File: src/hdl/rsh_pkg.sv
package rsh_pkg;

   // Number of uplink slots in one generated table.
   localparam int NumSlots = 20;

   // Gold sequence warm-up length and register width.
   localparam int GoldNc = 1600;
   localparam int GoldW  = 31;

   // Group and sequence hopping are reduced modulo this count.
   localparam int NumGroups = 30;

   // Field widths of the channels and registers.
   localparam int SlotW    = 5;
   localparam int GroupW   = 5;
   localparam int ByteW    = 8;
   localparam int CellW    = 9;
   localparam int CsrIdxW  = 3;
   localparam int CsrDataW = 9;

   // Seed of generator B is 32 * (cell_id / 30) plus the PUSCH sequence shift,
   // at most ten bits.
   localparam int SeedW = 10;

   // Dividend of the serial mod-30 unit.
   localparam int DivW = 9;

   // Width of the cycle counter used for warm-up, byte capture and skipping.
   localparam int CntW = 11;

   // Symbols per slot for the two cyclic prefix lengths.
   localparam int NsymbNormal   = 7;
   localparam int NsymbExtended = 6;

   // Register indices of the configuration port.
   localparam logic [CsrIdxW-1:0] RegCellId      = 3'd0;
   localparam logic [CsrIdxW-1:0] RegGroupOffset = 3'd1;
   localparam logic [CsrIdxW-1:0] RegGroupHopEn  = 3'd2;
   localparam logic [CsrIdxW-1:0] RegSeqHopEn    = 3'd3;
   localparam logic [CsrIdxW-1:0] RegExtendedCp  = 3'd4;

   typedef struct packed {
      logic start_req;
   } req_type;

   typedef struct packed {
      logic [SlotW-1:0]  slot_index;
      logic [GroupW-1:0] group_pusch;
      logic [GroupW-1:0] group_pucch;
      logic              seq_hop_bit;
      logic [ByteW-1:0]  prs_byte;
      logic              last;
   } rsp_type;

   // Status of the serial mod-30 unit; quot and rem hold once done is seen.
   typedef struct packed {
      logic             done;
      logic [DivW-1:0]  quot;
      logic [GroupW-1:0] rem;
   } mod_res_type;

endpackage

File: src/hdl/rsh_mod30.sv
// Restoring division by 30, one dividend bit per cycle, most significant first.
module rsh_mod30 (
   input  logic                      clock,
   input  logic                      reset,
   input  logic                      start_i,
   input  logic [rsh_pkg::DivW-1:0]  dividend_i,
   output rsh_pkg::mod_res_type      res_o
);

   localparam int StepW = $clog2(rsh_pkg::DivW + 1);

   logic [rsh_pkg::DivW-1:0]   num_ff, num_in;
   logic [rsh_pkg::DivW-1:0]   quo_ff, quo_in;
   logic [rsh_pkg::GroupW-1:0] rem_ff, rem_in;
   logic [StepW-1:0]           cnt_ff, cnt_in;
   logic                       done_ff, done_in;
   logic [rsh_pkg::GroupW:0]   trial;
   logic                       fits;

   assign trial = {rem_ff, num_ff[rsh_pkg::DivW-1]};
   assign fits  = trial >= (rsh_pkg::GroupW+1)'(rsh_pkg::NumGroups);

   always_comb begin
      num_in  = num_ff;
      quo_in  = quo_ff;
      rem_in  = rem_ff;
      cnt_in  = cnt_ff;
      done_in = 1'b0;
      if (start_i) begin
         num_in = dividend_i;
         rem_in = '0;
         cnt_in = StepW'(rsh_pkg::DivW);
      end else if (cnt_ff != '0) begin
         num_in  = {num_ff[rsh_pkg::DivW-2:0], 1'b0};
         quo_in  = {quo_ff[rsh_pkg::DivW-2:0], fits};
         rem_in  = fits ? rsh_pkg::GroupW'(trial - (rsh_pkg::GroupW+1)'(rsh_pkg::NumGroups))
                        : trial[rsh_pkg::GroupW-1:0];
         cnt_in  = cnt_ff - StepW'(1);
         done_in = (cnt_ff == StepW'(1));
      end
   end

   always_ff @(posedge clock) begin
      if (reset) begin
         cnt_ff  <= '0;
         done_ff <= 1'b0;
      end else begin
         cnt_ff  <= cnt_in;
         done_ff <= done_in;
      end
   end

   always_ff @(posedge clock) begin
      num_ff <= num_in;
      quo_ff <= quo_in;
      rem_ff <= rem_in;
   end

   assign res_o.done = done_ff;
   assign res_o.quot = quo_ff;
   assign res_o.rem  = rem_ff;

endmodule

File: config.mk
export PLATFORM = sky130hd
export DESIGN_NAME = rsh_mod30
export DESIGN_NICKNAME = d
export VERILOG_FILES = /design/src/hdl/rsh_pkg.sv /design/src/hdl/rsh_mod30.sv
export SDC_FILE = /design/constraint.sdc
export NUM_CORES = 1
export LEC_CHECK = 0
export BUFFER_PORTS_ARGS = -buffer_cell sky130_fd_sc_hd__buf_2
export CAP_MARGIN = 0
export CORE_MARGIN = 5
export CORE_UTILIZATION = 40
export CTS_CLUSTER_DIAMETER = 120
export CTS_CLUSTER_SIZE = 28
export DETAILED_ROUTE_END_ITERATION = 8
export SYNTH_ARGS = -nofsm -noshare
export SYNTH_HDL_FRONTEND = slang
export SYNTH_SLANG_ARGS = --single-unit
export TNS_END_PERCENT = 5
File: constraint.sdc
create_clock -name clock -period 1.8 [get_ports clock]
set_input_delay 0.36 -clock clock [delete_from_list [all_inputs] [get_ports clock]]
set_output_delay 0.36 -clock clock [all_outputs]
set_load 0.02 [all_outputs]
---- Word level (Yosys, flattened, before mapping) ----
Index checks and enable logic that the tools add are counted.
W data, S select, Z words.
cells by class
  add/sub/neg operators ................... 2
  $lt $le $gt $ge ......................... 1
  equality and inequality tests ........... 1
  muxes and demuxes ....................... 5
  bitwise logic cells ..................... 2
  reduce and logical (&&, ||, !) cells .... 5
operators by type and width
  operator               number
  $mux W9                2
  $mux W4                2
  $ge A6 B5 Y1 const B   1
  $mux W5                1
  $sub A5 B5 Y5 const B  1
  $eq A4 B1 Y1 const B   1
  $reduce_bool A4 Y1     1
  $sub A4 B1 Y4 const B  1
  $reduce_or A3 Y1       1
  $not A1 Y1             2
  $reduce_and A2 Y1      1
  $reduce_bool A2 Y1     1
  $reduce_or A2 Y1       1
word-level totals
  flip-flop bits (word level) ............. 28
  input bits .............................. 12
  output and inout port bits .............. 15
  logic and storage cells ................. 22

---- Longest topological paths before layout ----
Gate-level depths: netlist of the first run.
  word-level depth ........................ 3
  depth in mapped cells ................... 6
  gate-level depth less buffers ........... 5

---- Worst setup path after synthesis of the first run ----
No wires, ideal clock.
  kind .................................... reg-to-reg
  from .................................... register cnt_ff[0]
  to ...................................... register quo_ff[0] (netlist name) (enable)
  library setup time ...................... 374 ps
  arrival time ............................ 1234 ps
  data required time ...................... 1426 ps
  slack ................................... 192 ps
  stages on the path, launching flop included .. 5
  path buffers ............................ 0
  clock period less this slack ............ 1608 ps
  cells stage by stage .................... dfxtp_1 inv_1 ha_1 nor3b_2 nor2_1
between the ends
  longest elaborated chain between the ends .. 2
RTL lines
  item                         line             RTL
  from (decl)                  rsh_mod30.sv:15  logic [StepW-1:0] cnt_ff, cnt_in;
  from (signal assigned)       rsh_mod30.sv:48  cnt_ff <= cnt_in;
  $reduce_bool A4 Y1           rsh_mod30.sv:33  end else if (cnt_ff != '0) begin
  $reduce_and A2 Y1 (no line)  n/a
  to (signal assigned)         rsh_mod30.sv:55  quo_ff <= quo_in;
  to (decl)                    rsh_mod30.sv:13  logic [rsh_pkg::DivW-1:0] quo_ff, quo_in;
No other way between the ends.
A chain may end at the register's enable or synchronous reset.

---- Final worst setup path of the first run ----
  from .................................... register cnt_ff[0]
  to ...................................... register rem_ff[4] (netlist name)
between the ends
  longest elaborated chain between the ends .. 1
RTL lines
  item                  line             RTL
  $reduce_bool A4 Y1    rsh_mod30.sv:33
  to (signal assigned)  rsh_mod30.sv:56  rem_ff <= rem_in;
  to (decl)             rsh_mod30.sv:14  logic [rsh_pkg::GroupW-1:0] rem_ff, rem_in;
No other way between the ends.

==> results of run 1 <==
-- synth_stat cells (all sizes together), types with 2 or more instances --
cell / number / area, µm²
edfxtp: 18 / 541
dfxtp: 10 / 200
mux2: 8 / 90.1
nand2: 5 / 18.8
a21oi: 4 / 20.0
nor2: 4 / 15.0
buf: 3 / 23.8
ha: 3 / 37.5
inv: 3 / 11.3
nor3: 3 / 15.0
mux2i: 2 / 20.0
nand3: 2 / 10.0
o21ai: 2 / 10.0
-- cell type report --
| cell class | instances | area [µm²] |
|---|---|---|
| Sequential cell | 28 | 741 |
| Fill cell | 266 | 1390 |
| Timing Repair Buffer | 29 | 153 |
| Inverter | 3 | 11.3 |
| Clock buffer | 3 | 22.5 |
| Clock inverter | 1 | 30.0 |
| Tap cell | 31 | 38.8 |
| Multi-Input combinational cell | 51 | 393 |
-- state kept, by name (all words and copies together), names as in the netlist --
| name | flops |
|---|---|
| num_ff | 9 |
| rem_ff | 5 |
| quo_ff | 9 |
| done_ff | 1 |
| cnt_ff | 4 |
-- kinds of logic after synthesis --
family	Yosys count	synth area share, %
fa+ha+maj	3	3.20
compound gates	13	8.43
simple gates	24	11.7
xor+xnor	1	0.747
buf+inv	7	3.31
flops	28	63.2
mux	10	9.39
-- where the power goes --
part           total, mW  internal, mW  leakage, nW  switching, mW
Sequential         0.831         0.777        0.263         0.0541
Combinational      0.259         0.111        0.283          0.148
Clock              0.396         0.225       0.0279          0.171
-- how the worst max path moves through the flow --
stage | to | slack, ns | cells after the start
after floorplan | quo_ff[0] | 0.19 | 4
after global placement | rem_ff[4] | 0.15 | 5
after detailed placement | rem_ff[4] | 0.11 | 5
after CTS | rem_ff[4] | 0.09 | 5
after global routing | rem_ff[4] | 0.03 | 5
final | rem_ff[4] | 0.09 | 5
-- routing by layer --
| metal | up-vias | GRT usage [%] | share of wire (%) |
|---|---|---|---|
| li1 | 383 | - | - |
| met1 | 378 | 11.6 | 43 |
| met2 | 21 | 18.1 | 51 |
| met3 | 2 | 4.03 | 5.6 |
| met4 | 0 | 2.29 | 0.66 |
| met5 | - | 0 | 0 |
-- layout by cell type (no fill, tap or decap), types with 2 or more instances in the layout --
| master | netlist | final |
|---|---|---|
| nor2_1 | 4 | 4 |
| a21oi_1 | 4 | 4 |
| nand2_1 | 5 | 5 |
| nor3_1 | 3 | 3 |
| buf_4 | 1 | 3 |
| ha_1 | 3 | 3 |
| dfxtp_1 | 10 | 10 |
| inv_1 | 2 | 2 |
| clkbuf_4 | 0 | 3 |
| mux2i_1 | 2 | 2 |
| edfxtp_1 | 18 | 18 |
| nand3_1 | 2 | 2 |
| mux2_1 | 8 | 8 |
| buf_2 | 1 | 26 |
-- worst register-to-register path, stage by stage, from the launching register on --
cell and delay (ns):
dfxtp_1 0.36, inv_1 0.09, ha_1 0.23, or3b_1 0.52
and4_1 0.25, a31o_1 0.18
-- metrics by stage --
stage	cells	power [mW]	hold WS (ns)	cell area, µm²
final	146	1.49	0.260	1390
after CTS	146	1.51	0.244	1390
after floorplan	86	1.02	0.429	1170
after detailed placement	142	1.11	0.436	1340
after global placement	142	1.10	0.426	1340
after global routing	146	1.58	0.237	1390
==> impl_summary.txt, run 1 <==
----------------------------------------------------
[Setup path]
  Max incr delay on CP ... 0.52 ns
  Cell family contributing the most delay on the critical path ... simple AND/OR/NAND/NOR gates
  Total buffers and inverters traversed by the critical path ... 1
  R2R Path End ... rem_ff[4]
  CP Launch Point ... cnt_ff[0]
  Reg-to-reg setup timing slack ... 0.09 ns
  Endpoint kind of the worst setup timing path ... flip-flop
  Category of the critical setup timing path ... reg2reg
  Cell-by-cell trace of the critical path ... inv_1, ha_1, or3b_1, and4_1, a31o_1
  Startpoint of the worst register-to-register path ... cnt_ff[0]
  Cells on worst reg2reg path ... 5
  Worst Path Required ... 2.03 ns
  Type of element launching the critical path ... flip-flop
  Data arrival at the endpoint of the critical path ... 1.94 ns
  Crit-path max FO ... 10
  Cell with the biggest individual delay on the critical path ... or3b_1

[Floorplanning]
  Area enclosed by the die boundary ... 4110 µm²
  Die span in x ... 64.1 µm
  Chip height ... 64.1 µm
  Initial cell density of the core ... 42.2%
  Rows ... 19
  Core area ... 2780 µm²
  Number of top-level pins ... 27

[Timing]
  Fin crit period ... 1.71 ns
  Setup violation total in the final timing report ... 0
  Actual transition at the worst max-transition pin ... 0.364 ns
  Setup repair after global routing missed its margin ... false
  Final setup slack of the worst path ... 0.0910 ns
  Final hold violation count ... 0
  Total negative slack for setup checks ... 0 ns
  Slew Limit Fails ... 0
  Headroom to the max-slew limit ... 75.7%
  Period Utilization, post-route ... 94.9%
  Layout Skew ... 0.00436 ns
  Highest attainable clock frequency ... 585 MHz

[Worst hold path]
  Class of the tightest hold or removal check ... in2reg
  Worst hold path depth ... 2
  Hold path start ... reset
  Hold endpoint ... cnt_ff[3]

[Clocking]
  Clk buf depth ... 2
  Quantity of gates resized following cts ... 0
  Root cell of the clock tree ... clkbuf_4
  Clock slew seen by the registers of the worst setup and hold paths ... 0.14 ns
  Post-CTS Hold Fix Bufs ... 0
  Count of H-tree levels built during CTS ... 1
  Number of setup buffers added after CTS ... 0
  Clock insertion delay at the later pin of the skew report ... 0.32 ns
  CTS tree ... yes
  Total number of clock tree sinks ... 28
  Number of buffers created by CTS ... 3

[Global routing]
  Maximum number of pins on one net before global-route repair ... 17
  Initial antenna violation count ... 0
  Total grt overflow ... 0
  Wire length of the first global-routing pass ... 3350 µm
  Total routing usage reported by global routing ... 10.2%
  Vias in the first global route ... 746

[Power and ir drop]
  Leak ... 0.573 nW
  Worst IR Drop VDD ... 693 µV
  Pwr/cell area ... 1070 nW/µm²

[Synth]
  Post-synthesis cell area ... 1170 µm²
  Part of the Yosys area used for sequential elements ... 63.2%
  Yosys warns ... 0
  Number of enable-type register cells in the synthesized netlist ... 18
  Net count after synthesis ... 101
  Number of unique standard cell types used by synthesis ... 36
  Post-synthesis sequential element count ... 28
  Synthesized area per cell ... 13.6 µm²
  Commonest register cell after synthesis ... edfxtp_1
  Post-synthesis async set-or-reset flop share ... 0%
  Mapped Cells ... 86

[Routing]
  Number of nets still failing antenna checks after routing ... 0
  Routed wire length per instance ... 13.4 µm
  DRT Pass-1 Iters ... 4
  Routed vias/inst ... 5.37
  Routed vias ... 784
  Iteration-0 DRC Markers ... 26
  Remaining DRCs ... 0
  Wire length reported by the detailed router ... 1960 µm

[Placement]
  Dpl ws ... 0.109 ns
  Hpwl dp ... 1470 µm
  Port buffer count ... 26
  Final weighted congestion of routability-driven global placement ... 0.813

[Final layout]
  Share of layout cells above drive strength 1 ... 31.3%
  Layout-stage area growth over the synthesis result ... 18.5%
  Net total in the final layout ... 131
  Antenna diodes ... 0
  Layout Utilization ... 49.9%

[Run status]
  Status ... completed

[Flow run]
  Max capacitance violation total ... 0

----------------------------------------------------
Note: power is estimated with default switching activity, not from simulation.
==> run 2: changes to the inputs <==
Settings changed: CORE_UTILIZATION 40 to 38, SETUP_SLACK_MARGIN set to 0.05.
==> run 2 against run 1 <==
Against the previous run:
- first-iteration DRC count rose by 92%
- clock power rose by 2%
- clock skew up 0.0075 ns
- global-route usage decreased by 0.34 points
- final cell count is 1.4% higher
- maximum frequency increased by 3.9%
- critical path depth stayed put
- core utilization down 3.5 points
- sequential power about the same
- die area up 4.4%
- register-to-register slack better by 0.06 ns
- power increased by 0.93%
==> impl_summary.txt, run 2 (synthesis gave the netlist of run 1 again) <==
----------------------------------------------------
[Global routing]
  Maximum number of pins on one net before global-route repair ... 17
  Vias in the first global route ... 690
  Wire length of the first global-routing pass ... 3210 µm
  Total routing usage reported by global routing ... 9.88%
  Total grt overflow ... 0
  Initial antenna violation count ... 0

[Power and ir drop]
  Part of the power in the clock network ... 26.9%
  Reg power frac ... 55.5%
  Net switching power ... 0.383 mW
  Int Power ... 1.12 mW
  Worst IR Drop VDD ... 452 µV
  Leak ... 0.573 nW
  Power Total ... 1.50 mW
  Proportion of power drawn by combinational gates ... 17.6%
  Fraction of power spent switching nets ... 25.5%
  Pwr/cell area ... 1080 nW/µm²

[Flow run]
  Max capacitance violation total ... 0

[Timing]
  Fin crit period ... 1.64 ns
  Headroom to the max-slew limit ... 75.1%
  Final setup slack of the worst path ... 0.156 ns
  Highest attainable clock frequency ... 608 MHz
  Slew Limit Fails ... 0
  Actual transition at the worst max-transition pin ... 0.373 ns
  Hold Slack ... 0.270 ns
  Period Utilization, post-route ... 91.3%
  Setup violation total in the final timing report ... 0
  Total negative slack for setup checks ... 0 ns
  Layout Skew ... 0.0118 ns
  Setup repair after global routing missed its margin ... false
  Final hold violation count ... 0

[Setup path]
  Startpoint of the worst register-to-register path ... cnt_ff[0]
  Cell family contributing the most delay on the critical path ... simple AND/OR/NAND/NOR gates
  Worst Path Required ... 2.03 ns
  Cell-by-cell trace of the critical path ... inv_1, ha_1, or3b_4, and4_1, a31o_1
  Total buffers and inverters traversed by the critical path ... 1
  Cells on worst reg2reg path ... 5
  R2R Path End ... rem_ff[4]
  Type of element launching the critical path ... flip-flop
  Reg-to-reg setup timing slack ... 0.16 ns
  Data arrival at the endpoint of the critical path ... 1.88 ns
  Endpoint kind of the worst setup timing path ... flip-flop
  Crit-path max FO ... 10
  Category of the critical setup timing path ... reg2reg
  Cell with the biggest individual delay on the critical path ... or3b_4
  Max incr delay on CP ... 0.47 ns

[Worst hold path]
  Worst hold path depth ... 2
  Class of the tightest hold or removal check ... in2reg
  Hold endpoint ... cnt_ff[3]
  Hold path start ... reset

[Floorplanning]
  Rows ... 20
  Core area ... 3000 µm²
  Initial cell density of the core ... 39.0%
  Area enclosed by the die boundary ... 4300 µm²
  Number of top-level pins ... 27
  Chip height ... 65.5 µm
  Die span in x ... 65.5 µm

[Routing]
  Remaining DRCs ... 0
  Routed vias ... 756
  Number of nets still failing antenna checks after routing ... 0
  DRT Pass-1 Iters ... 4
  Iteration-0 DRC Markers ... 50
  Routed wire length per instance ... 13.6 µm
  Wire length reported by the detailed router ... 2010 µm
  Routed vias/inst ... 5.11

[Placement]
  Number of placed cells counting well taps ... 144
  Port buffer count ... 26
  Dpl ws ... 0.0838 ns
  Final weighted congestion of routability-driven global placement ... 0.772
  Cell Area, Placed ... 1340 µm²

[Clocking]
  Clock insertion delay at the later pin of the skew report ... 0.33 ns
  CTS tree ... yes
  Post-CTS Hold Fix Bufs ... 0
  Clk buf depth ... 2
  Count of H-tree levels built during CTS ... 1
  Root cell of the clock tree ... clkbuf_4
  Number of buffers created by CTS ... 3
  Clock slew seen by the registers of the worst setup and hold paths ... 0.14 ns
  Total number of clock tree sinks ... 28

[Final layout]
  Layout Utilization ... 46.4%
  Commonest non-fill, non-tap cells in the layout ... buf_2 (26), edfxtp_1 (18), dfxtp_1 (10)
  Most frequent standard cell in the layout excluding fill and tap cells ... buf_2
  Layout-stage area growth over the synthesis result ... 18.9%
  Non-filler cells, final ... 148
  Share of layout cells above drive strength 1 ... 32.2%
  Largest registers in the final layout ... num_ff x9, quo_ff x9, rem_ff x5
  Net total in the final layout ... 131
  Antenna diodes ... 0
  Final std cell area, no fill ... 1390 µm²

[Run status]
  Status ... completed

----------------------------------------------------
[run 2: cell types whose count changed in the layout (fill, tap and decap cells not counted)]
cell    delta
or3b_4     +1
or3b_1     -1
[run 2: power by group through the flow]
| stage | Combinational [mW] | Sequential (mW) | Clock [mW] |
|---|---|---|---|
| floorplan | 0.144 | 0.879 | 0 |
| global placement | 0.258 | 0.844 | 0 |
| detailed placement | 0.263 | 0.847 | 0 |
| CTS | 0.265 | 0.834 | 0.421 |
| global route | 0.290 | 0.846 | 0.449 |
| finish | 0.264 | 0.832 | 0.404 |
[run 2: what timing repair did]
item | CTS | global route
setup endpoints to repair | 0 | 2
buffers inserted | 0 | 0
resized for setup | 0 | 1
[run 2: layer usage]
layer,GRT usage (%),vias to the layer above,wire (µm)
li1,-,382,-
met1,11.3,356,923
met2,16.9,16,967
met3,3.76,2,103
met4,3.11,0,20
met5,0,-,0
[run 2: how the worst max path moves through the flow]
| stage | to | from | slack, ns | cells past startpoint |
|---|---|---|---|---|
| 6_report | rem_ff[4] | cnt_ff[0] | 0.16 | 5 |
| 5_1_grt | cnt_ff[1] | cnt_ff[0] | 0.06 | 4 |
| 4_1_cts | rem_ff[4] | cnt_ff[0] | 0.06 | 5 |
| 3_5_place_dp | rem_ff[4] | cnt_ff[0] | 0.08 | 5 |
| 3_3_place_gp | rem_ff[4] | cnt_ff[0] | 0.16 | 5 |
| 2_1_floorplan | quo_ff[0] | cnt_ff[0] | 0.19 | 4 |
[run 2: worst register-to-register path, cell delays in order (launching register included)]
cell	delay (ns)
dfxtp_1	0.36
inv_1	0.10
ha_1	0.25
or3b_4	0.47
and4_1	0.22
a31o_1	0.17
[run 2: area by class of cell]
class	instances	area, µm²
clock buffers	3	22.5
multi-input cells	51	395
fillers	279	1610
flip-flops and latches	28	741
well taps	33	41.3
repair buffers	29	153
inverters	3	11.3
clock inverters	1	30.0
==> run 3: changes to the inputs <==
Settings changed: CORE_UTILIZATION 38 to 30.
==> run 3 against run 2 <==
Against the previous run:
- non-clock buffer count did not move
- final cell count rose by 10%
- sequential share of layout area fell by 1.4 points
- hold slack improved by 0.059 ns
- power rose by 5.3%
- critical path type unchanged
- highest routed layer unchanged
==> impl_summary.txt, run 3 (synthesis gave the netlist of run 1 again) <==
----------------------------------------------------
[Run status]
  Status ... completed

[Setup path]
  Data arrival at the endpoint of the critical path ... 1.79 ns
  Crit path to ... rem_ff[4]
  Category of the critical setup timing path ... reg2reg
  Worst Path Required ... 1.97 ns
  Cells on worst reg2reg path ... 5
  Endpoint kind of the worst setup timing path ... flip-flop
  Crit-path max FO ... 10
  R2R Path End ... rem_ff[4]
  Type of element launching the critical path ... flip-flop
  Reg-to-reg setup timing slack ... 0.18 ns
  CP Launch Point ... cnt_ff[0]
  Startpoint of the worst register-to-register path ... cnt_ff[0]

[Clocking]
  Root cell of the clock tree ... clkbuf_8
  Number of buffers created by CTS ... 3
  Post-CTS Hold Fix Bufs ... 0
  CTS tree ... yes
  Clock insertion delay at the later pin of the skew report ... 0.27 ns
  Clock slew seen by the registers of the worst setup and hold paths ... 0.10 ns
  Count of H-tree levels built during CTS ... 1
  Number of setup buffers added after CTS ... 0
  Total number of clock tree sinks ... 28
  Clk buf depth ... 2

[Timing]
  Slew Limit Fails ... 0
  Total negative slack for setup checks ... 0 ns
  Setup repair after global routing missed its margin ... false
  Final hold violation count ... 0
  Setup violation total in the final timing report ... 0
  Fin crit period ... 1.62 ns
  Highest attainable clock frequency ... 619 MHz
  Period Utilization, post-route ... 89.7%
  Layout Skew ... 0.00633 ns
  Headroom to the max-slew limit ... 75.7%
  Actual transition at the worst max-transition pin ... 0.363 ns
  Hold Slack ... 0.329 ns

[Final layout]
  Commonest non-fill, non-tap cells in the layout ... buf_2 (26), edfxtp_1 (18), dfxtp_1 (10)
  Largest registers in the final layout ... num_ff x9, quo_ff x9, rem_ff x5
  Share of layout cells above drive strength 1 ... 32.2%
  Count of filler cells inserted in the layout ... 371
  Multi-input gate area ... 395 µm²
  FF+latch area ... 741 µm²
  Net total in the final layout ... 131
  Most frequent standard cell in the layout excluding fill and tap cells ... buf_2
  Final std cell area, no fill ... 1430 µm²
  Layout-stage area growth over the synthesis result ... 22.1%
  Antenna diodes ... 0

[Floorplanning]
  Area enclosed by the die boundary ... 5260 µm²
  Core area ... 3720 µm²
  Number of top-level pins ... 27
  Rows ... 22
  Chip height ... 72.5 µm
  Die span in x ... 72.5 µm
  Initial cell density of the core ... 31.5%

[Placement]
  Port buffer count ... 26
  Hpwl dp ... 1540 µm
  Cell Area, Placed ... 1360 µm²
  Final weighted congestion of routability-driven global placement ... 0.685

[Global routing]
  Total grt overflow ... 0
  Total routing usage reported by global routing ... 8.06%
  Vias in the first global route ... 748
  Wire length of the first global-routing pass ... 3370 µm
  Maximum number of pins on one net before global-route repair ... 17
  Initial antenna violation count ... 0

[Routing]
  Number of nets still failing antenna checks after routing ... 0
  Iteration-0 DRC Markers ... 18
  Routed vias ... 757
  DRT Pass-1 Iters ... 3
  Routed vias/inst ... 4.64
  Routed wire length per instance ... 12.1 µm
  Remaining DRCs ... 0
  Wire length reported by the detailed router ... 1980 µm

[Power and ir drop]
  Leak ... 0.581 nW
  Worst IR Drop VDD ... 332 µV
  Pwr/cell area ... 1100 nW/µm²

[Worst hold path]
  Worst hold path depth ... 2
  Class of the tightest hold or removal check ... in2reg

[Flow run]
  Max capacitance violation total ... 0

----------------------------------------------------
## run 3: report_power, final
group / switching [mW] / internal [mW] / total, mW
Sequential: 0.0535 / 0.777 / 0.831
Combinational: 0.150 / 0.115 / 0.265
Clock: 0.187 / 0.297 / 0.484
## run 3: worst min path at each step
stage                 to      start  slack [ns]
2_1_floorplan  cnt_ff[0]      reset        0.43
3_3_place_gp   quo_ff[2]  quo_ff[1]        0.43
3_5_place_dp   quo_ff[6]  quo_ff[5]        0.44
4_1_cts        cnt_ff[0]      reset        0.33
5_1_grt        cnt_ff[1]      reset        0.34
6_report       cnt_ff[0]      reset        0.33
## run 3: what timing repair did
item,4_1_cts,5_1_grt
resized for setup,0,1
hold endpoints to repair,0,0
endpoints found under the setup margin,0,2
## run 3: critical path: stages (launching register included)
cell     delay [ns]
dfxtp_1        0.33
inv_1          0.09
ha_1           0.25
or3b_4         0.47
and4_1         0.21
a31o_1         0.17
## run 3: layer usage
layer | global-route usage, % | vias up | wire length (µm)
met5 | 0 | - | 0
met1 | 9.90 | 358 | 894
met4 | 1.84 | 0 | 10
met2 | 13.9 | 16 | 922
li1 | - | 381 | -
met3 | 2.49 | 2 | 147
## run 3: metrics by stage
stage / total power [mW] / util (%) / setup slack [ns] / std cells
2_1_floorplan: 1.02 / - / 0.192 / 86
3_3_place_gp: 1.10 / 36.5 / 0.161 / 159
3_5_place_dp: 1.11 / 36.5 / 0.102 / 159
4_1_cts: 1.60 / 38.5 / 0.0850 / 163
5_1_grt: 1.66 / 38.5 / 0.0967 / 163
6_report: 1.58 / 38.5 / 0.185 / 163
## run 3: area by class of cell
class                           instances  area share, %
Sequential cell                        28           51.7
Multi-Input combinational cell         51           27.6
Timing Repair Buffer                   29           10.7
Tap cell                               48           4.20
Clock buffer                            3           2.88
Clock inverter                          1           2.10
Inverter                                3          0.787
