**config.mk**
```make
export PLATFORM = sky130hd
export DESIGN_NAME = rsh_gold
export DESIGN_NICKNAME = d
export VERILOG_FILES = /design/src/hdl/rsh_pkg.sv /design/src/hdl/rsh_gold.sv
export SDC_FILE = /design/constraint.sdc
export NUM_CORES = 1
export LEC_CHECK = 0
export ABC_AREA = 1
export BUFFER_PORTS_ARGS = -buffer_cell sky130_fd_sc_hd__buf_2
export CORE_ASPECT_RATIO = 0.8
export CORE_MARGIN = 2
export CORE_UTILIZATION = 58
export CTS_CLUSTER_DIAMETER = 80
export DETAILED_ROUTE_END_ITERATION = 8
export PLACE_DENSITY_LB_ADDON = 0.25
export SLEW_MARGIN = 15
export SYNTH_ARGS = -nofsm -noshare
export SYNTH_HDL_FRONTEND = slang
export SYNTH_SLANG_ARGS = --single-unit
```
**constraint.sdc**
```tcl
create_clock -name clock -period 1.1 [get_ports clock]
set_clock_uncertainty 0.15 [all_clocks]
set_input_delay 0 -clock clock [delete_from_list [all_inputs] [get_ports clock]]
set_output_delay 0 -clock clock [all_outputs]
set_load 0.01 [all_outputs]
```
**src/hdl/rsh_pkg.sv**
```systemverilog
package rsh_pkg;

   // Number of uplink slots in one generated table.
   localparam int NumSlots = 20;

   // Gold sequence warm-up length and register width.
   localparam int GoldNc = 1600;
   localparam int GoldW  = 31;

   // Group and sequence hopping are reduced modulo this count.
   localparam int NumGroups = 30;

   // Field widths of the channels and registers.
   localparam int SlotW    = 5;
   localparam int GroupW   = 5;
   localparam int ByteW    = 8;
   localparam int CellW    = 9;
   localparam int CsrIdxW  = 3;
   localparam int CsrDataW = 9;

   // Seed of generator B is 32 * (cell_id / 30) plus the PUSCH sequence shift,
   // at most ten bits.
   localparam int SeedW = 10;

   // Dividend of the serial mod-30 unit.
   localparam int DivW = 9;

   // Width of the cycle counter used for warm-up, byte capture and skipping.
   localparam int CntW = 11;

   // Symbols per slot for the two cyclic prefix lengths.
   localparam int NsymbNormal   = 7;
   localparam int NsymbExtended = 6;

   // Register indices of the configuration port.
   localparam logic [CsrIdxW-1:0] RegCellId      = 3'd0;
   localparam logic [CsrIdxW-1:0] RegGroupOffset = 3'd1;
   localparam logic [CsrIdxW-1:0] RegGroupHopEn  = 3'd2;
   localparam logic [CsrIdxW-1:0] RegSeqHopEn    = 3'd3;
   localparam logic [CsrIdxW-1:0] RegExtendedCp  = 3'd4;

   typedef struct packed {
      logic start_req;
   } req_type;

   typedef struct packed {
      logic [SlotW-1:0]  slot_index;
      logic [GroupW-1:0] group_pusch;
      logic [GroupW-1:0] group_pucch;
      logic              seq_hop_bit;
      logic [ByteW-1:0]  prs_byte;
      logic              last;
   } rsp_type;

   // Status of the serial mod-30 unit; quot and rem hold once done is seen.
   typedef struct packed {
      logic             done;
      logic [DivW-1:0]  quot;
      logic [GroupW-1:0] rem;
   } mod_res_type;

endpackage

```
**src/hdl/rsh_gold.sv**
```systemverilog
// One 3GPP Gold sequence generator, advanced one bit per enabled cycle.
module rsh_gold (
   input  logic                     clock,
   input  logic                     reset,
   input  logic                     load_i,
   input  logic [rsh_pkg::SeedW-1:0] seed_i,
   input  logic                     step_i,
   output logic                     bit_o
);

   logic [rsh_pkg::GoldW-1:0] x1_ff, x1_in;
   logic [rsh_pkg::GoldW-1:0] x2_ff, x2_in;

   always_comb begin
      x1_in = x1_ff;
      x2_in = x2_ff;
      if (load_i) begin
         x1_in = rsh_pkg::GoldW'(1);
         x2_in = rsh_pkg::GoldW'(seed_i);
      end else if (step_i) begin
         x1_in = {x1_ff[3] ^ x1_ff[0], x1_ff[rsh_pkg::GoldW-1:1]};
         x2_in = {x2_ff[3] ^ x2_ff[2] ^ x2_ff[1] ^ x2_ff[0], x2_ff[rsh_pkg::GoldW-1:1]};
      end
   end

   always_ff @(posedge clock) begin
      if (reset) begin
         x1_ff <= '0;
         x2_ff <= '0;
      end else begin
         x1_ff <= x1_in;
         x2_ff <= x2_in;
      end
   end

   assign bit_o = x1_ff[0] ^ x2_ff[0];

endmodule

```
## Word-level counts from Yosys, hierarchy flattened

Cells that the tools add are included.
W data, S select, Z words.

- Flip-flop bits (word level): 62
- Logic and storage cells: 15

- Mux-type cells: 4
- Bitwise operators: 5
- Reduce and logical (&&, ||, !) cells: 2

Operator list:

| operator | number |
|---|---|
| $mux W10 | 2 |
| $xor A1 B1 Y1 | 5 |
| $mux W1 | 2 |
| $reduce_bool A2 Y1 | 1 |
| $reduce_or A2 Y1 | 1 |

## Depth between registers and ports, before layout

Gate-level depths: netlist of run 1.

- Word-level depth: 3
- Depth in mapped cells: 7
- Mapped depth without buffers: 7

## Worst setup path after synthesis of run 1

No wires, ideal clock.

- Path type: register to register
- From: reg x2_ff[0] (netlist bit)
- To: reg x2_ff[30] (netlist bit)
- Library setup time: 109 ps
- Arrival time: 705 ps
- Slack: 136 ps
- Stages on the path, launching flop included: 8
- Clock period less this slack: 964 ps
- Cells stage by stage: dfxtp_1 -> inv_1 -> nand2_1 -> nand2_1 -> nand2_1 -> nand3_1 -> nand2_1 -> inv_1

- Cells in the longest elaborated chain, start to end: 1

RTL lines:

| element | RTL line | RTL |
|---|---|---|
| start, declared | rsh_gold.sv:12 | `logic [rsh_pkg::GoldW-1:0] x2_ff, x2_in;` |
| start signal, assigned | rsh_gold.sv:32 | `x2_ff <= x2_in;` |
| $xor A1 B1 Y1 | rsh_gold.sv:22 | `x2_in = {x2_ff[3] ^ x2_ff[2] ^ x2_ff[1] ^ x2_ff[0], x2_ff[rsh_pkg::GoldW-1:1]};` |

No other way between the ends.
A chain may end at the register's enable or synchronous reset.

==> results of run 1 <==
worst min-delay path by stage:
stage / startpoint / end
2_1_floorplan: reset / x2_ff[9]
3_3_place_gp: reset / x1_ff[0]
3_5_place_dp: reset / x1_ff[0]
4_1_cts: step_i / x1_ff[29]
5_1_grt: load_i / x2_ff[0]
6_report: load_i / x2_ff[7]
metal layers:
metal / track usage, % / vias to the layer above / wire, µm
met5: 0 / - / 0
met4: 6.77 / 0 / 65
met3: 10.1 / 8 / 279
met2: 39.1 / 41 / 2360
met1: 28.8 / 972 / 2290
li1: - / 1088 / -
layout make-up:
| class | count | area [µm²] |
|---|---|---|
| tap | 55 | 68.8 |
| clock buffer | 14 | 163 |
| multi-input combinational | 220 | 966 |
| clock inverter | 1 | 5.00 |
| inverter | 11 | 43.8 |
| sequential | 62 | 1250 |
| timing repair buffer | 55 | 470 |
| fill | 297 | 887 |
cells in the final DEF, fill, tap and decap left out, drive strengths merged:
cell / count
or2: 1
o21ai: 12
clkbuf: 14
buf: 31
a211oi: 3
nand3: 1
clkinv: 1
nor3: 10
inv: 11
nand2: 109
dlygate4sd3: 24
xor2: 2
nor2: 33
dfxtp: 62
a21oi: 49
registers in the layout, indices dropped and copies added, names as in the netlist:
signal,count
x2_ff,31
x1_ff,31
synthesized netlist by cell type:
| master | n | area share (%) |
|---|---|---|
| sky130_fd_sc_hd__or2_1 | 1 | 0.27 |
| sky130_fd_sc_hd__o21ai_0 | 12 | 2.6 |
| sky130_fd_sc_hd__buf_2 | 14 | 3.0 |
| sky130_fd_sc_hd__inv_2 | 1 | 0.16 |
| sky130_fd_sc_hd__nand3_1 | 1 | 0.21 |
| sky130_fd_sc_hd__nor3_1 | 10 | 2.1 |
| sky130_fd_sc_hd__nor2_1 | 33 | 5.3 |
| sky130_fd_sc_hd__dfxtp_1 | 62 | 53 |
| sky130_fd_sc_hd__a211oi_2 | 3 | 1.6 |
| sky130_fd_sc_hd__inv_1 | 10 | 1.6 |
| sky130_fd_sc_hd__nand2_1 | 109 | 17 |
| sky130_fd_sc_hd__a21oi_2 | 1 | 0.37 |
| sky130_fd_sc_hd__a21oi_1 | 48 | 10 |
| sky130_fd_sc_hd__buf_6 | 1 | 0.48 |
| sky130_fd_sc_hd__clkbuf_1 | 5 | 0.80 |
| sky130_fd_sc_hd__buf_4 | 1 | 0.32 |
| sky130_fd_sc_hd__xor2_1 | 2 | 0.75 |
power breakdown:
part | switching [µW] | internal (µW)
logic | 227 | 192
clock network | 772 | 927
registers | 25.4 | 2290
cells by family (layout without fill, tap and decap cells):
group	Yosys count	after routing	synth area share, %
simple gates	154	154	25.3
compound gates	64	64	14.8
flops	62	62	52.9
buf+inv	32	81	6.34
xor+xnor	2	2	0.746
timing repair:
item,CTS,global route
setup endpoints to repair,1,12
pin swaps,1,6
endpoints found under the hold margin,51,6
gates resized for setup,3,11
hold buffers,13,12
setup buffers,2,0
metrics by stage:
stage                     utilization, %  setup slack (ns)  cells  TNS (ns)
after floorplan                        -             0.136    314         0
final                               77.0           -0.0330    418    -0.104
after detailed placement            65.3            0.0484    377         0
after CTS                           73.6           -0.0321    407   -0.0962
after global routing                77.0           -0.0613    418    -0.210
after global placement              65.3            0.0653    377         0
critical path, cell delays in order:
cell and delay [ns]:
sky130_fd_sc_hd__buf_2 0.14, sky130_fd_sc_hd__buf_12 0.18, sky130_fd_sc_hd__dlygate4sd3_1 0.70, sky130_fd_sc_hd__nand2_1 0.08
sky130_fd_sc_hd__a21oi_1 0.13
==> summary.log, run 1 <==
INFO  setup_path     setup.worst_path.class=input port to flip-flop
INFO  setup_path     timing.critical_path.to_type=flip-flop
INFO  run            maxCapViolCount=0
INFO  placed_design  gp_congestion=0.756
INFO  setup_path     setup.worst_path.end=x2_ff[17]
INFO  sta            slew_headroom=80.0%
INFO  cts            tritoncts=built
INFO  cts            numClockSinks=62
INFO  floorplan      core=3850µm²
INFO  sta            layout_worst_path_cycle_share=103%
INFO  logic_synthesis synth.yosys.warnings=0
INFO  layout         final_cell_area=2970µm²
INFO  global_routing globalRouteTotalUtil=23.8%
INFO  cts            clockBufferDepth=2
INFO  floorplan      ioPinCount=15
INFO  layout         num_antenna_cells=0
INFO  sta            finalSetupViolCount=4
INFO  pwr            power.total=4430µW
INFO  layout         drive_above_1_share=15.7%
INFO  drt            drc_errors=0
INFO  sta            min_period=1.13ns
INFO  global_routing number_of_antenna_violations_at_the_first_check_in_global_routing=0
INFO  placed_design  port_buffers=14
INFO  drt            drt-initial-drc-count=78
INFO  global_routing grt_max_degree=40
INFO  setup_path     ff2ff_setup_slack=0.04ns
INFO  sta            max_freq=0.883GHz
INFO  drt            wl_per_cell=12.0µm
INFO  setup_path     worst_setup_path_startpoint=step_i
INFO  logic_synthesis synth_seq_area_share=52.9%
INFO  placed_design  detailedPlacementHpwl=2730µm
INFO  setup_path     peak_fanout_along_the_critical_path=32
INFO  setup_path     critical_path.reg2reg.startpoint=x1_ff[0]
INFO  sta            tightest_slew=0.299ns
INFO  sta            fin_hold_ws=-0.0667ns
INFO  logic_synthesis syn_nets=328
INFO  drt            dr_total_vias=2109
INFO  layout         syn2layout_area_growth=26.3%
INFO  logic_synthesis unique_masters_post_synth=17
INFO  sta            hold_viol=17
INFO  global_routing wire_length_of_the_first_global_routing_pass=8070µm
INFO  pwr            power_density=1490nW/µm²
INFO  global_routing grt-ovfl-total=0
INFO  placed_design  placedInstanceArea=2520µm²
INFO  logic_synthesis synthesis.instances=314
INFO  pwr            ir_drop=0.00123V
INFO  drt            route.detailed.vias_per_inst=5.05
INFO  drt            ant_nets=0
INFO  drt            detail_route.wirelength=5000µm
INFO  floorplan      die_w=75.1µm
INFO  setup_path     worstPathArrival=1.25ns
INFO  cts            h_tree_levels=3
INFO  logic_synthesis syn-mean-instance-area=7.48µm²
INFO  setup_path     worst_r2r_path_depth=4
INFO  run_status     violations=hold timing, setup timing
INFO  floorplan      die_area=4580µm²
INFO  logic_synthesis postSynthRegisterBits=62
INFO  sta            finalMaxSlewViolations=0
INFO  worst_hold_path hold_class=input port to flip-flop
INFO  run_status     run_status=finished, violations left
INFO  global_routing number_of_global_route_vias_before_repair=1874
INFO  cts            clk_pin_slew_worst_paths=0.06ns
INFO  cts            ctsRootBufferMaster=sky130_fd_sc_hd__clkbuf_8
INFO  cts            num_cts_buffers=9
INFO  sta            post-route-worst-setup-slack=-0.0330ns
INFO  logic_synthesis post_synthesis_cell_area=2350µm²
INFO  layout         fin_nets=373
INFO  sta            rsz_0062_raised_after_global_routing=yes
INFO  cts            clk-insertion-delay-late=0.33ns
INFO  setup_path     crit_required=1.22ns
INFO  setup_path     rr_endpoint=x1_ff[30]
INFO  pwr            leakagePower=0.00110µW
INFO  floorplan      start_util=60.9%
INFO  drt            drt-pass1-iter-count=4
INFO  worst_hold_path hold_path_depth=4
INFO  setup_path     crit_path_start_kind=input port
INFO  floorplan      floorplan.die.height=60.9µm
INFO  floorplan      placementRows=20
(Power assumes the default switching activity.)
==> run 2, diff against run 1 <==
--- a/config.mk
+++ b/config.mk
@@ -9,10 +9,10 @@
 export BUFFER_PORTS_ARGS = -buffer_cell sky130_fd_sc_hd__buf_2
 export CORE_ASPECT_RATIO = 0.8
 export CORE_MARGIN = 2
-export CORE_UTILIZATION = 58
+export CORE_UTILIZATION = 45
 export CTS_CLUSTER_DIAMETER = 80
 export DETAILED_ROUTE_END_ITERATION = 8
-export PLACE_DENSITY_LB_ADDON = 0.25
+export PLACE_DENSITY = 0.63
 export SLEW_MARGIN = 15
 export SYNTH_ARGS = -nofsm -noshare
 export SYNTH_HDL_FRONTEND = slang
==> constraint.sdc (replaced) <==
create_clock -name clock -period 1.41 [get_ports clock]
set_clock_uncertainty 0.15 [all_clocks]
set_input_delay 0 -clock clock [delete_from_list [all_inputs] [get_ports clock]]
set_output_delay 0 -clock clock [all_outputs]
set_load 0.01 [all_outputs]
==> run 2 against run 1 <==
- the run now ends clean
- wire length down 5.8%
- register-to-register slack about the same
- first-iteration DRC count up 24%
- flip-flop and latch count unchanged
- clock power about the same
- via count down 4.8%
- largest power group unchanged
- highest routed layer unchanged
==> summary.log, run 2 (synthesis results as in run 1) <==
INFO  run_status     run_status=finished, final reports clean
INFO  layout         layout_common_cells=sky130_fd_sc_hd__nand2_1, sky130_fd_sc_hd__dfxtp_1, sky130_fd_sc_hd__a21oi_1, sky130_fd_sc_hd__nor2_1, sky130_fd_sc_hd__dlygate4sd3_1
INFO  drt            wl_per_cell=11.3µm [-5.1%]
INFO  setup_path     critical_path.max_stage_delay=0.57ns [-0.13 ns]
INFO  setup_path     cp_top_family=buffers and inverters
INFO  setup_path     critPathBufInv=1 [-2]
INFO  drt            route.detailed.vias_per_inst=4.84 [-4.1%]
INFO  cts            tritoncts=built
INFO  layout         layout.core_utilization=58.8% [-18 points]
INFO  floorplan      floorplan.die.height=68.6µm [+13%]
INFO  layout         num_antenna_cells=0 [unchanged]
INFO  placed_design  detailedPlacementHpwl=2420µm [-11%]
INFO  placed_design  post-place-ws=0.275ns [+0.227 ns]
INFO  layout         final.fill_count=446 [+50%]
INFO  setup_path     ff2ff_setup_slack=0.04ns [about the same]
INFO  sta            tightest_slew=0.403ns [+0.104 ns]
INFO  drt            drt-pass1-iter-count=5 [+1]
INFO  setup_path     worst_r2r_path_depth=3 [-1]
INFO  layout         drive_above_1_share=15.0% [-0.69 points]
INFO  global_routing grt_max_degree=52 [+30%]
INFO  setup_path     timing.critical_path.cells=nor3_1, dlygate4sd3_1, nor2_1
INFO  pwr            leakagePower=0.00110µW [about the same]
INFO  sta            hold_viol=0 [-17]
INFO  setup_path     peak_fanout_along_the_critical_path=2 [-94%]
INFO  sta            post-route-worst-setup-slack=0.0428ns [+0.0758 ns]
INFO  layout         most_common_cell_after_layout_fill_and_taps_aside=sky130_fd_sc_hd__nand2_1
INFO  layout         registers_with_the_most_flip_flops=x1_ff (31), x2_ff (31)
INFO  setup_path     crit_path_start_kind=flip-flop
INFO  floorplan      placementRows=23 [+15%]
INFO  floorplan      ioPinCount=15 [unchanged]
INFO  global_routing globalRouteTotalUtil=17.8% [-5.9 points]
INFO  sta            max_freq=0.731GHz
INFO  cts            clk_pin_slew_worst_paths=0.06ns [about the same]
INFO  sta            setup-tns-final=0ns [+0.104 ns]
INFO  setup_path     crit_cells=3 [-2]
INFO  sta            finalSetupViolCount=0 [-4]
INFO  sta            min_period=1.37ns
INFO  cts            numClockSinks=62 [unchanged]
INFO  setup_path     crit_required=1.48ns [+0.26 ns]
INFO  setup_path     worstPathArrival=1.44ns [+0.19 ns]
INFO  global_routing grt-ovfl-total=0 [unchanged]
INFO  worst_hold_path hold_path_depth=4 [unchanged]
INFO  worst_hold_path hold_class=input port to flip-flop
INFO  worst_hold_path min-delay-start=load_i
INFO  drt            drt-initial-drc-count=97 [+24%]
INFO  sta            finalMaxSlewViolations=0 [unchanged]
INFO  layout         fin_nets=362 [-2.9%]
INFO  drt            ant_nets=0 [unchanged]
INFO  floorplan      core=5010µm² [+30%]
INFO  setup_path     critical-path-slowest-cell=sky130_fd_sc_hd__dlygate4sd3_1
INFO  cts            h_tree_levels=3 [unchanged]
INFO  sta            slew_headroom=73.0% [-7.0 points]
INFO  cts            ctsRootBufferMaster=sky130_fd_sc_hd__clkbuf_8
INFO  pwr            power_density=1290nW/µm² [-14%]
INFO  drt            detail_route.wirelength=4710µm [-5.8%]
INFO  placed_design  port_buffers=14 [unchanged]
INFO  floorplan      start_util=46.9% [-14 points]
INFO  floorplan      die_area=5820µm² [+27%]
INFO  layout         syn2layout_area_growth=25.4%
INFO  drt            drc_errors=0 [unchanged]
INFO  global_routing number_of_antenna_violations_at_the_first_check_in_global_routing=0 [unchanged]
INFO  cts            clockBufferDepth=2 [unchanged]
INFO  run            maxCapViolCount=0 [unchanged]
INFO  cts            num_cts_buffers=9 [unchanged]
INFO  setup_path     critical_path.reg2reg.startpoint=x2_ff[4]
INFO  setup_path     timing.critical_path.to_type=flip-flop
INFO  sta            fin_hold_ws=0.0310ns [+0.0977 ns]
INFO  cts            clk-insertion-delay-late=0.34ns [about the same]
INFO  placed_design  gp_congestion=0.739 [-2.2%]
INFO  pwr            ir_drop=0.000822V [-33%]
INFO  drt            dr_total_vias=2007 [-4.8%]
INFO  sta            layout_worst_path_cycle_share=97.0%
INFO  global_routing wire_length_of_the_first_global_routing_pass=7890µm [-2.1%]
INFO  setup_path     worst_setup_path_startpoint=x2_ff[4]
INFO  floorplan      die_w=84.8µm [+13%]
INFO  global_routing number_of_global_route_vias_before_repair=1782 [-4.9%]
INFO  sta            rsz_0062_raised_after_global_routing=no
INFO  setup_path     setup.worst_path.class=flip-flop to flip-flop
## run 2: metrics by stage
step | std cells | cell area [µm²] | total power [µW]
2_1_floorplan | 314 | 2350 | 2010
3_3_place_gp | 376 | 2470 | 2070
3_5_place_dp | 376 | 2470 | 2070
4_1_cts | 416 | 2930 | 3850
5_1_grt | 415 | 2950 | 3990
6_report | 415 | 2950 | 3800
## run 2: path summary, 6_finish.rpt
path | end
worst max-delay path | x2_ff[3]
worst min-delay path | x2_ff[5]
worst max register to register | x2_ff[3]
worst min register to register | x1_ff[21]
## run 2: worst register-to-register path, stage by stage, from the launching register on
cell	delay [ns]
sky130_fd_sc_hd__dfxtp_1	0.31
sky130_fd_sc_hd__nor3_1	0.18
sky130_fd_sc_hd__dlygate4sd3_1	0.57
sky130_fd_sc_hd__nor2_1	0.05
## run 2: power by group
group	total, µW	internal, µW	switching (µW)
Combinational	295	129	166
Clock	1700	1040	667
Sequential	1810	1780	23.9
Total	3800	2950	857
## run 2: timing repair
item / 4_1_cts / 5_1_grt
buffers inserted: 0 / 2
hold buffers: 24 / 1
resized for setup: 0 / 14
endpoints found under the hold margin: 21 / 5
endpoints found under the setup margin: 0 / 6
## run 2: cell type report
| class | count | area (µm²) | share of cell area [%] |
|---|---|---|---|
| inverters | 11 | 41.3 | 1.40 |
| multi-input cells | 220 | 981 | 33.3 |
| repair buffers | 44 | 379 | 12.9 |
| well taps | 62 | 77.6 | 2.63 |
| clock inverters | 6 | 85.1 | 2.89 |
| flip-flops and latches | 62 | 1240 | 42.2 |
| clock buffers | 10 | 138 | 4.67 |
## run 2: layer usage
metal	wire (µm)	vias up	GRT usage (%)
met1	2310	900	21.0
met5	0	-	0
met4	60	0	7.14
met3	196	6	8.33
li1	-	1067	-
met2	2140	34	28.6
==> run 3, diff against run 2 <==
--- a/config.mk
+++ b/config.mk
@@ -7,12 +7,12 @@
 export LEC_CHECK = 0
 export ABC_AREA = 1
 export BUFFER_PORTS_ARGS = -buffer_cell sky130_fd_sc_hd__buf_2
-export CORE_ASPECT_RATIO = 0.8
+export CORE_ASPECT_RATIO = 0.75
 export CORE_MARGIN = 2
-export CORE_UTILIZATION = 45
+export CORE_UTILIZATION = 50
 export CTS_CLUSTER_DIAMETER = 80
 export DETAILED_ROUTE_END_ITERATION = 8
-export PLACE_DENSITY = 0.63
+export PLACE_DENSITY = 0.69
 export SLEW_MARGIN = 15
 export SYNTH_ARGS = -nofsm -noshare
 export SYNTH_HDL_FRONTEND = slang
==> run 3 against run 2 <==
- sequential share of layout area decreased by 3.0 points
- register-to-register slack improved by 0.03 ns
- clock power increased by 6%
- critical path depth increased by 3
- first-iteration DRC count increased by 23%
- total power increased by 2.5%
- maximum frequency decreased by 2.8%
- sequential power about the same
- wire length increased by 13%
- core utilization increased by 12 points
- via count increased by 7.2%
- count of clock-buffer cells in the layout increased by 3
- critical path type is now input port to flip-flop
- highest routed layer unchanged
==> summary.log, run 3 (synthesis results as in run 1) <==
INFO  run_status     run_status=finished, final reports clean
INFO  sta            hold_viol=0 [unchanged]
INFO  setup_path     critPathBufInv=3 [+2]
INFO  sta            max_freq=0.711GHz [-2.8%]
INFO  sta            finalSetupViolCount=0 [unchanged]
INFO  layout         syn2layout_area_growth=34.7%
INFO  setup_path     setup.worst_path.class=input port to flip-flop
INFO  floorplan      die_w=83.1µm [-1.9%]
INFO  setup_path     crit_path_start_kind=input port
INFO  layout         layout_common_cells=sky130_fd_sc_hd__nand2_1, sky130_fd_sc_hd__dfxtp_1, sky130_fd_sc_hd__a21oi_1, sky130_fd_sc_hd__dlygate4sd3_1, sky130_fd_sc_hd__nor2_1
INFO  global_routing number_of_antenna_violations_at_the_first_check_in_global_routing=0 [unchanged]
INFO  drt            detail_route.wirelength=5340µm [+13%]
INFO  placed_design  detailedPlacementHpwl=2340µm [-3.3%]
INFO  floorplan      core=4490µm² [-10%]
INFO  cts            clk_pin_slew_worst_paths=0.07ns [about the same]
INFO  setup_path     ff2ff_setup_slack=0.07ns [+0.03 ns]
INFO  setup_path     cp_top_family=buffers and inverters
INFO  layout         drive_above_1_share=13.1% [-1.9 points]
INFO  layout         fin_nets=384 [+6.1%]
INFO  setup_path     crit_required=1.54ns [+0.06 ns]
INFO  sta            rsz_0062_raised_after_global_routing=no
INFO  placed_design  gp_congestion=0.755 [+2.1%]
INFO  sta            finalMaxSlewViolations=0 [unchanged]
INFO  drt            route.detailed.vias_per_inst=4.98 [+3.0%]
INFO  cts            numClockSinks=62 [unchanged]
INFO  setup_path     timing.critical_path.to_type=flip-flop
INFO  layout         num_antenna_cells=0 [unchanged]
INFO  sta            layout_worst_path_cycle_share=99.7% [+2.8 points]
INFO  sta            slew_headroom=62.6% [-10 points]
INFO  drt            drt-initial-drc-count=119 [+23%]
INFO  floorplan      die_area=5270µm² [-9.4%]
INFO  sta            tightest_slew=0.561ns [+0.158 ns]
INFO  cts            clk-insertion-delay-late=0.34ns [about the same]
INFO  floorplan      placementRows=21 [-8.7%]
INFO  layout         registers_with_the_most_flip_flops=x1_ff (31), x2_ff (31)
INFO  setup_path     timing.critical_path.cells=dlygate4sd3_1, buf_6, nor2_1, o21ai_0, nor2_1, dlygate4sd3_1
INFO  sta            setup-tns-final=0ns [unchanged]
INFO  pwr            leakagePower=0.00111µW [+1.5%]
INFO  setup_path     critical-path-slowest-cell=sky130_fd_sc_hd__dlygate4sd3_1
INFO  layout         final.fill_count=366 [-18%]
INFO  cts            h_tree_levels=3 [unchanged]
INFO  drt            dr_total_vias=2152 [+7.2%]
INFO  floorplan      start_util=52.3% [+5.4 points]
INFO  drt            ant_nets=0 [unchanged]
INFO  global_routing globalRouteTotalUtil=21.5% [+3.7 points]
INFO  cts            num_cts_buffers=9 [unchanged]
INFO  placed_design  dp.cells=370 [-1.6%]
INFO  setup_path     critical_path.max_stage_delay=0.57ns [about the same]
INFO  drt            drt-pass1-iter-count=4 [-1]
INFO  cts            clockBufferDepth=2 [unchanged]
INFO  global_routing grt-ovfl-total=0 [unchanged]
INFO  cts            ctsRootBufferMaster=sky130_fd_sc_hd__clkbuf_8
INFO  cts            tritoncts=built
INFO  pwr            power_density=1230nW/µm² [-4.6%]
INFO  global_routing grt_max_degree=52 [unchanged]
INFO  run            maxCapViolCount=0 [unchanged]
INFO  floorplan      floorplan.die.height=63.4µm [-7.7%]
INFO  setup_path     peak_fanout_along_the_critical_path=7 [+5]
INFO  worst_hold_path hold_class=input port to flip-flop
INFO  drt            wl_per_cell=12.4µm [+8.9%]
INFO  layout         most_common_cell_after_layout_fill_and_taps_aside=sky130_fd_sc_hd__nand2_1
INFO  pwr            ir_drop=0.000843V [+2.4%]
INFO  global_routing number_of_global_route_vias_before_repair=2077 [+17%]
INFO  placed_design  port_buffers=14 [unchanged]
INFO  sta            min_period=1.41ns [+0.0391 ns]
INFO  global_routing wire_length_of_the_first_global_routing_pass=9030µm [+14%]
INFO  layout         finish.cell_count_without_fillers=432 [+4.1%]
INFO  drt            drc_errors=0 [unchanged]
INFO  floorplan      ioPinCount=15 [unchanged]
INFO  setup_path     worstPathArrival=1.54ns [+0.10 ns]
-- run 3: cell types whose count changed in the layout (fill, tap and decap cells not counted), moves of 2 or more --
cell,before,now
sky130_fd_sc_hd__dlygate4sd3_1,18,43
sky130_fd_sc_hd__nor2_2,3,6
sky130_fd_sc_hd__nor2_1,30,27
sky130_fd_sc_hd__clkinvlp_4,2,0
sky130_fd_sc_hd__buf_4,7,5
sky130_fd_sc_hd__clkbuf_8,10,12
sky130_fd_sc_hd__nor3_2,3,0
sky130_fd_sc_hd__nor3_1,7,10
-- run 3: metal layers --
metal  GRT usage (%)  up-vias  share of wire (%)
met2            35.3       31                 45
li1                -     1111                  -
met3            8.65       12                4.0
met1            25.5      998                 49
met4            7.99        0                2.2
met5               0        -                  0
-- run 3: worst min-delay path, cell delays in order --
cell	delay [ns]
sky130_fd_sc_hd__buf_2	0.12
sky130_fd_sc_hd__buf_12	0.16
sky130_fd_sc_hd__nand3_1	0.09
sky130_fd_sc_hd__nand2_1	0.04
sky130_fd_sc_hd__inv_1	0.04
-- run 3: path summary, 6_finish.rpt --
check,to,cells after the start,start
worst max-delay path,x2_ff[5],6,reset
worst min register to register,x2_ff[14],2,x2_ff[14]
worst min-delay path,x2_ff[30],5,step_i
worst max register to register,x2_ff[7],3,x2_ff[8]
-- run 3: what timing repair did --
| action | 4_1_cts | 5_1_grt |
|---|---|---|
| buffers inserted | 0 | 2 |
| hold buffers | 48 | 2 |
| hold endpoints to repair | 24 | 5 |
| gates resized for setup | 0 | 12 |
| setup endpoints to repair | 0 | 18 |
-- run 3: report_power, final --
group | switching [µW] | internal, µW
clock network | 657 | 1140
logic | 170 | 127
registers | 24.4 | 1780
total | 852 | 3050
-- run 3: cell type report --
| type | count | area (µm²) | share of cell area [%] |
|---|---|---|---|
| sequential | 62 | 1240 | 39.3 |
| multi-input combinational | 220 | 973 | 30.8 |
| timing repair buffer | 66 | 602 | 19.0 |
| clock buffer | 13 | 169 | 5.34 |
| tap | 57 | 71.3 | 2.25 |
| clock inverter | 3 | 65.1 | 2.06 |
| inverter | 11 | 41.3 | 1.30 |
-- run 3: metrics by stage --
step           utilization [%]  cell area, µm²  power (µW)  worst slack, ns  hold slack (ns)
2_1_floorplan                -            2350        2010            0.446           0.0126
3_3_place_gp              54.6            2450        2070            0.301            0.155
3_5_place_dp              54.6            2450        2070            0.292            0.164
4_1_cts                   70.5            3170        3930           0.0103         0.000887
5_1_grt                   70.4            3160        4060          0.00125           0.0326
6_report                  70.4            3160        3900          0.00369           0.0105
